File: src/sv/bcd_pkg.sv
// Shared constants and types for the bin coverage dispersion block.
`timescale 1ns / 1ps

package bcd_pkg;

  // Default geometry
  localparam int BINS_DEF       = 50;
  localparam int DIMS_DEF       = 4;
  localparam int COUNT_BITS_DEF = 16;

  // Fixed field widths
  localparam int COORD_W    = 32;
  localparam int SPREAD_W   = 16;
  localparam int NDIM_MAX   = 4;
  localparam int DIMS_USE_W = 3;

  // Configuration register map: index 2d is the low bound, 2d+1 the high bound
  localparam int CFG_IDX_W   = 4;
  localparam int NREGS       = 8;
  localparam int REG_HIGH_SEL = 1;

  // Divider status toward the sequencer
  typedef struct packed {
    logic busy;
    logic done;
  } bcd_div_sts_t;

endpackage

File: src/sv/bcd_div.sv
// Iterative bin-number divider: floor(BINS * off / width), one quotient bit per cycle.
`timescale 1ns / 1ps

module bcd_div
  import bcd_pkg::*;
#(
  parameter int BINS = BINS_DEF
) (
  input  logic                         clk,
  input  logic                         rst_n,
  input  logic                         start,
  input  logic [COORD_W-1:0]           off,
  input  logic [COORD_W-1:0]           width,
  output bcd_div_sts_t                 sts,
  output logic [$clog2(BINS+1)-1:0]    quot
);

  localparam int QB    = $clog2(BINS + 1);
  localparam int NUM_W = COORD_W + QB;
  localparam int SW    = $clog2(QB);

  localparam logic [1:0] D_IDLE = 2'd0;
  localparam logic [1:0] D_MUL  = 2'd1;
  localparam logic [1:0] D_RUN  = 2'd2;

  logic [1:0]         st_r;
  logic               done_r;
  logic [COORD_W-1:0] off_r;
  logic [COORD_W-1:0] den_r;
  logic [NUM_W-1:0]   rem_r;
  logic [NUM_W-1:0]   dsh_r;
  logic [QB-1:0]      q_r;
  logic [SW-1:0]      step_r;
  logic               ge;

  assign ge = (rem_r >= dsh_r);

  // Multiply once, then restoring long division over QB steps
  always_ff @(posedge clk) begin
    if (!rst_n) begin
      st_r   <= D_IDLE;
      done_r <= 1'b0;
    end else begin
      done_r <= 1'b0;
      case (st_r)
        D_IDLE: begin
          if (start) begin
            off_r <= off;
            den_r <= width;
            st_r  <= D_MUL;
          end
        end
        D_MUL: begin
          rem_r  <= NUM_W'(off_r) * NUM_W'(BINS);
          dsh_r  <= NUM_W'(den_r) << (QB - 1);
          step_r <= SW'(QB - 1);
          q_r    <= '0;
          st_r   <= D_RUN;
        end
        D_RUN: begin
          if (ge) begin
            rem_r <= rem_r - dsh_r;
          end
          q_r   <= {q_r[QB-2:0], ge};
          dsh_r <= dsh_r >> 1;
          if (step_r == '0) begin
            done_r <= 1'b1;
            st_r   <= D_IDLE;
          end else begin
            step_r <= step_r - 1'b1;
          end
        end
        default: st_r <= D_IDLE;
      endcase
    end
  end

  assign sts.busy = (st_r != D_IDLE);
  assign sts.done = done_r;
  assign quot     = q_r;

endmodule
File: config.mk
export PLATFORM = sky130hd
export DESIGN_NAME = bcd_div
export DESIGN_NICKNAME = d
export VERILOG_FILES = /design/src/sv/bcd_pkg.sv /design/src/sv/bcd_div.sv
export SDC_FILE = /design/constraint.sdc
export NUM_CORES = 1
export LEC_CHECK = 0
export BUFFER_PORTS_ARGS = -buffer_cell sky130_fd_sc_hd__buf_2
export CAP_MARGIN = 20
export CORE_MARGIN = 3
export CORE_UTILIZATION = 35
export DETAILED_ROUTE_END_ITERATION = 8
export PLACE_DENSITY = 0.53
export SYNTH_ARGS = -nofsm -noshare
export SYNTH_HDL_FRONTEND = slang
export SYNTH_SLANG_ARGS = --single-unit
File: constraint.sdc
create_clock -name clk -period 4.6 [get_ports clk]
set_clock_uncertainty 0.05 [all_clocks]
set_input_delay 0.69 -clock clk [delete_from_list [all_inputs] [get_ports clk]]
set_output_delay 0.69 -clock clk [all_outputs]
set_load 0.02 [all_outputs]
==> flow_summary.toml, run 1 <==
[timing]
rsz0062_at_grt = "false"
hold_viol_final = 0
period_share_pct = 89.1
fin_ws_ns = 0.500
min_period_ns = 4.10
setup_viol_count_final = 0
tns_ns = 0
tightest_slew_ns = 0.876
relSlewSlack_pct = 41.6
slew_violations = 0
fmax_ghz = 0.244

[worst_setup_path]
cp-end-kind = "flip-flop"
r2r_cells = 15
r2r_end = "rem_r[34]"
crit_required_ns = 4.72
r2r_start = "off_r[6]"
r2r_setup_slack_ns = 0.50
timing_worst_setup_path_type = "reg -> reg"
arrival_ns = 4.22
cp_max_fo = 6
critPathLaunchType = "flip-flop"

[die]
top_level_ports = 75
initial_core_util_pct = 35.7
die-area_sq_um = 34500
core_sq_um = 31700
die_w_um = 186
die_y_um = 186
rows = 65

[cells_and_area]
finish.utilization_pct = 40.2
antenna_cells = 0
syn2layout_area_growth_pct = 12.5
finalNetCount = 1384
finalNonFillerCells = 1561
final_layout_size_suffix_gt1_share_pct = 14.7

[status]
status = "completed"

[yosys]
syn_inst = 1086
syn-cell-area_sq_um = 11300
yosysSeqAreaShare_pct = 39.8
synth.top_cell.area_share_pct = 39.2
synth.most_common_cell = "inv_1"
avgSynthCellArea_sq_um = 10.4
ys_top_cells_by_area = "edfxtp_1 39%, ha_1 16%, inv_1 6.0%"
synth_commonest_cells = "180 x inv_1, 148 x edfxtp_1, 143 x ha_1"
syn_nets = 1324
synth_top_flop_cell = "edfxtp_1"
ys_warn_count = 0
async_reset_ff_share_pct = 0
yosysUniqueCellTypes = 70
ys_ff_latch = 151
netlist.top_cell.by_area = "edfxtp_1"
synth_edf_count = 148

[power_and_ir_drop]
p_leak_nw = 5.67
power_density_nw_per_um2 = 408
total_power_mw = 5.20
peakVddDrop_mv = 0.293

[grt]
grt_max_degree = 47
track_usage_pct = 14.5
grt-ovfl-total = 0
grt_pass1_wl_um = 39600
antenna_found_initial = 0
grt_pass1_vias = 7801

[job]
drv_cap = 0

[detailed_routing]
ant_nets = 0
remaining_drc_errors = 0
num_vias = 7758
routed_wl_um = 23900
firstDrtPassIters = 4
wl_per_cell_um = 15.3
drtIter0Drc = 438
via_per_inst = 4.97

[clock_network]
clk_latency_ns = 0.45
root_buffer = "clkbuf_16"
hold_buffers = 0
clockBufferDepth = 2
cts_max_level = 4
cts_resized = 0
cts_setup_buffers = 0
clock-sinks = 151
clkSlewWorstSetupHoldPaths_ns = 0.07
numCtsBuffers = 17
cts_tree = "yes"

[placement]
pre_cts_ws_ns = 0.507
dp_hpwl_um = 18300
placedCellCount = 1528
io_buffers = 74
place.gp.congestion = 0.872

[worst_hold_path]
hold_depth = 1
hp-class = "in -> reg"
hold_end = "den_r[1]"
worstHoldStart = "width[1]"
## cell families (layout without fill, tap and decap cells)
| group | after synthesis | count (layout) | synth area share, % |
|---|---|---|---|
| multiplexers | 44 | 44 | 4.29 |
| adder cells (fa/ha/maj) | 171 | 171 | 20.7 |
| AO/OA/AOI/OAI | 240 | 240 | 14.3 |
| AND/OR/NAND/NOR | 202 | 202 | 8.93 |
| XOR/XNOR | 60 | 60 | 4.64 |
| buffers and inverters | 218 | 291 | 7.30 |
| flip-flops | 151 | 151 | 39.8 |
## sequential cells by signal (all words and copies together), names as in the netlist
name    cells
st_r        2
rem_r      38
done_r      1
den_r      32
quot        6
off_r      32
step_r      3
dsh_r      37
## layer usage
layer	global-route usage [%]	up-vias	wire length (um)
met4	4.44	0	405
met1	20.6	3624	12200
met3	2.70	30	936
met5	0	-	0
met2	22.4	158	10400
li1	-	3946	-
## through the flow
step / hold slack [ns] / area (sq um)
global placement: 0.468 / 12100
global route: 0.345 / 12700
detailed placement: 0.483 / 12100
finish: 0.367 / 12700
floorplan: 0.459 / 11300
CTS: 0.340 / 12700
## area by class of cell
type	count	area [sq um]
fill	3132	19000
multi-input combinational	717	6020
sequential	151	4500
inverter	180	676
tap	402	503
clock buffer	18	429
timing repair buffer	79	420
clock inverter	14	185
## critical path, stage by stage (launching register included)
cell and delay [ns]:
edfxtp_1 0.45, ha_1 0.33, ha_1 0.28, inv_1 0.05, fa_1 0.50, inv_1 0.04
ha_1 0.38, a211oi_2 0.24, o21ai_1 0.13, a211o_1 0.31, o2111ai_2 0.23, nand2_2 0.11
or3_1 0.37, a21oi_2 0.13, xor2_1 0.15, mux2i_1 0.08
## layout by cell type, fill, tap and decap left out, types with 33 or more instances in the layout
cell and instances:
a21o_1 39, a21oi_1 64, buf_2 74, edfxtp_1 148
ha_1 142, inv_1 180, mux2_2 36, nand2_1 57
nor2_1 33, xnor2_1 38
## where the power goes
part | switching [mW] | internal (mW)
registers | 0.0523 | 1.71
logic | 1.13 | 0.803
clock network | 0.631 | 0.868
total | 1.82 | 3.38
## worst max path at each step
stage	startpoint	end	slack, ns	cells after the start
floorplan	off_r[6]	rem_r[34]	0.78	15
global placement	off_r[6]	rem_r[34]	0.56	15
detailed placement	off_r[6]	rem_r[34]	0.51	15
CTS	off_r[6]	rem_r[34]	0.49	15
global route	off_r[6]	rem_r[34]	0.18	15
finish	off_r[6]	rem_r[34]	0.50	15
No activity file was read; power rests on OpenSTA's default activity.
==> inputs of run 2 (changes only) <==
--- a/config.mk
+++ b/config.mk
@@ -5,7 +5,7 @@
 export SDC_FILE = /design/constraint.sdc
 export NUM_CORES = 1
 export LEC_CHECK = 0
-export BUFFER_PORTS_ARGS = -buffer_cell sky130_fd_sc_hd__buf_2
+export BUFFER_PORTS_ARGS = -buffer_cell sky130_fd_sc_hd__buf_4
 export CAP_MARGIN = 20
 export CORE_MARGIN = 3
 export CORE_UTILIZATION = 35
==> flow_summary.toml, run 2 (same netlist as run 1, synthesis figures left out) <==
[worst_setup_path]
cp_max_fo = 6
critPathLaunchType = "flip-flop"
r2r_setup_slack_ns = 0.48
r2r_cells = 15
r2r_start = "off_r[6]"
critPathLaunch = "off_r[6]"
arrival_ns = 4.24
r2r_end = "rem_r[34]"
crit_required_ns = 4.72
timing_worst_setup_path_type = "reg -> reg"
endpoint = "rem_r[34]"
cp-end-kind = "flip-flop"

[cells_and_area]
finalNetCount = 1383
largestRegisters = "rem_r (38), dsh_r (37)"
largest_register_ff_count = 38
finish.utilization_pct = 40.7
fill_cells = 3133
antenna_cells = 0
final_layout_size_suffix_gt1_share_pct = 14.6
largest_register = "rem_r"
syn2layout_area_growth_pct = 14.0
final_common_cell = "inv_1"
final_cell_mix = "180 x inv_1, 148 x edfxtp_1, 142 x ha_1, 77 x buf_4, 64 x a21oi_1"

[detailed_routing]
remaining_drc_errors = 0
ant_nets = 0
drtIter0Drc = 432
num_vias = 7676
via_per_inst = 4.92
firstDrtPassIters = 5
wl_per_cell_um = 15.3
routed_wl_um = 23800

[worst_hold_path]
hp-class = "in -> reg"

[power_and_ir_drop]
power_density_nw_per_um2 = 404
p_leak_nw = 5.73
peakVddDrop_mv = 0.291
total_power_mw = 5.22

[clock_network]
cts_max_level = 4
root_buffer = "clkbuf_16"
cts_tree = "yes"
cts_setup_buffers = 0
hold_buffers = 0
numCtsBuffers = 17
clockBufferDepth = 2
cts_resized = 0
clk_latency_ns = 0.45
clkSlewWorstSetupHoldPaths_ns = 0.07
clock-sinks = 151

[grt]
antenna_found_initial = 0
grt_pass1_vias = 7787
track_usage_pct = 14.4
grt-ovfl-total = 0
grt_pass1_wl_um = 39500
grt_max_degree = 72

[die]
die_w_um = 186
top_level_ports = 75
initial_core_util_pct = 35.7
core_sq_um = 31700
die-area_sq_um = 34500
rows = 65
die_y_um = 186

[placement]
io_buffers = 74
place.gp.congestion = 0.859
dp_hpwl_um = 18300

[job]
drv_cap = 0

[timing]
setup_viol_count_final = 0
tightest_slew_ns = 0.928
fmax_ghz = 0.243
hold_viol_final = 0
relSlewSlack_pct = 38.1
period_share_pct = 89.5
rsz0062_at_grt = "false"
tns_ns = 0
min_period_ns = 4.12
slew_violations = 0

[status]
status = "completed"
## run 2: changes by cell type in the layout (fill, tap and decap cells not counted)
cell and delta:
buf_2 -74, buf_4 +73, clkbuf_1 -1, clkinv_2 +1, clkinv_4 -1, clkinvlp_4 -1, inv_8 +1
## run 2: worst max-delay path, cell delays in order (launching register included)
cell	delay, ns
edfxtp_1	0.46
ha_1	0.33
ha_1	0.28
inv_1	0.06
fa_1	0.49
inv_1	0.04
ha_1	0.37
a211oi_2	0.24
o21ai_1	0.12
a211o_1	0.31
o2111ai_2	0.22
nand2_2	0.11
or3_1	0.37
a21oi_2	0.14
xor2_1	0.16
mux2i_1	0.08
## run 2: final cells by class
cell class | instances | area, sq um | share of cell area [%]
Clock inverter | 14 | 185 | 1.43
Tap cell | 402 | 503 | 3.90
Inverter | 180 | 676 | 5.23
Clock buffer | 17 | 425 | 3.29
Multi-Input combinational cell | 717 | 6020 | 46.6
Sequential cell | 151 | 4500 | 34.9
Timing Repair Buffer | 78 | 598 | 4.63
## run 2: where the power goes
part	leakage [nW]	internal, mW	switching, mW
Combinational	4.05	0.822	1.14
Clock	0.295	0.867	0.630
Sequential	1.39	1.71	0.0517
## run 2: worst min path at each step
stage | from | end | slack [ns] | cells past startpoint
after floorplan | den_r[31] | dsh_r[36] | 0.46 | 1
after global placement | den_r[31] | dsh_r[36] | 0.48 | 1
after detailed placement | den_r[18] | dsh_r[23] | 0.48 | 1
after CTS | width[13] | den_r[13] | 0.34 | 1
after global routing | width[21] | den_r[21] | 0.34 | 1
final | width[13] | den_r[13] | 0.37 | 1
## run 2: layer usage
layer	wire length (um)	up-vias	global-route usage (%)
met3	734	13	2.91
met2	10600	109	22.6
li1	-	3951	-
met4	222	0	3.66
met5	0	-	0
met1	12300	3603	20.5
## run 2: per-stage QoR
stage                     setup slack [ns]  cells  area [sq um]  hold slack, ns
final                                0.483   1559         12900           0.366
after global routing                 0.192   1559         12900           0.340
after CTS                            0.458   1558         12900           0.341
after detailed placement             0.473   1527         12300           0.485
after global placement               0.559   1527         12300           0.478
after floorplan                      0.783   1086         11300           0.459
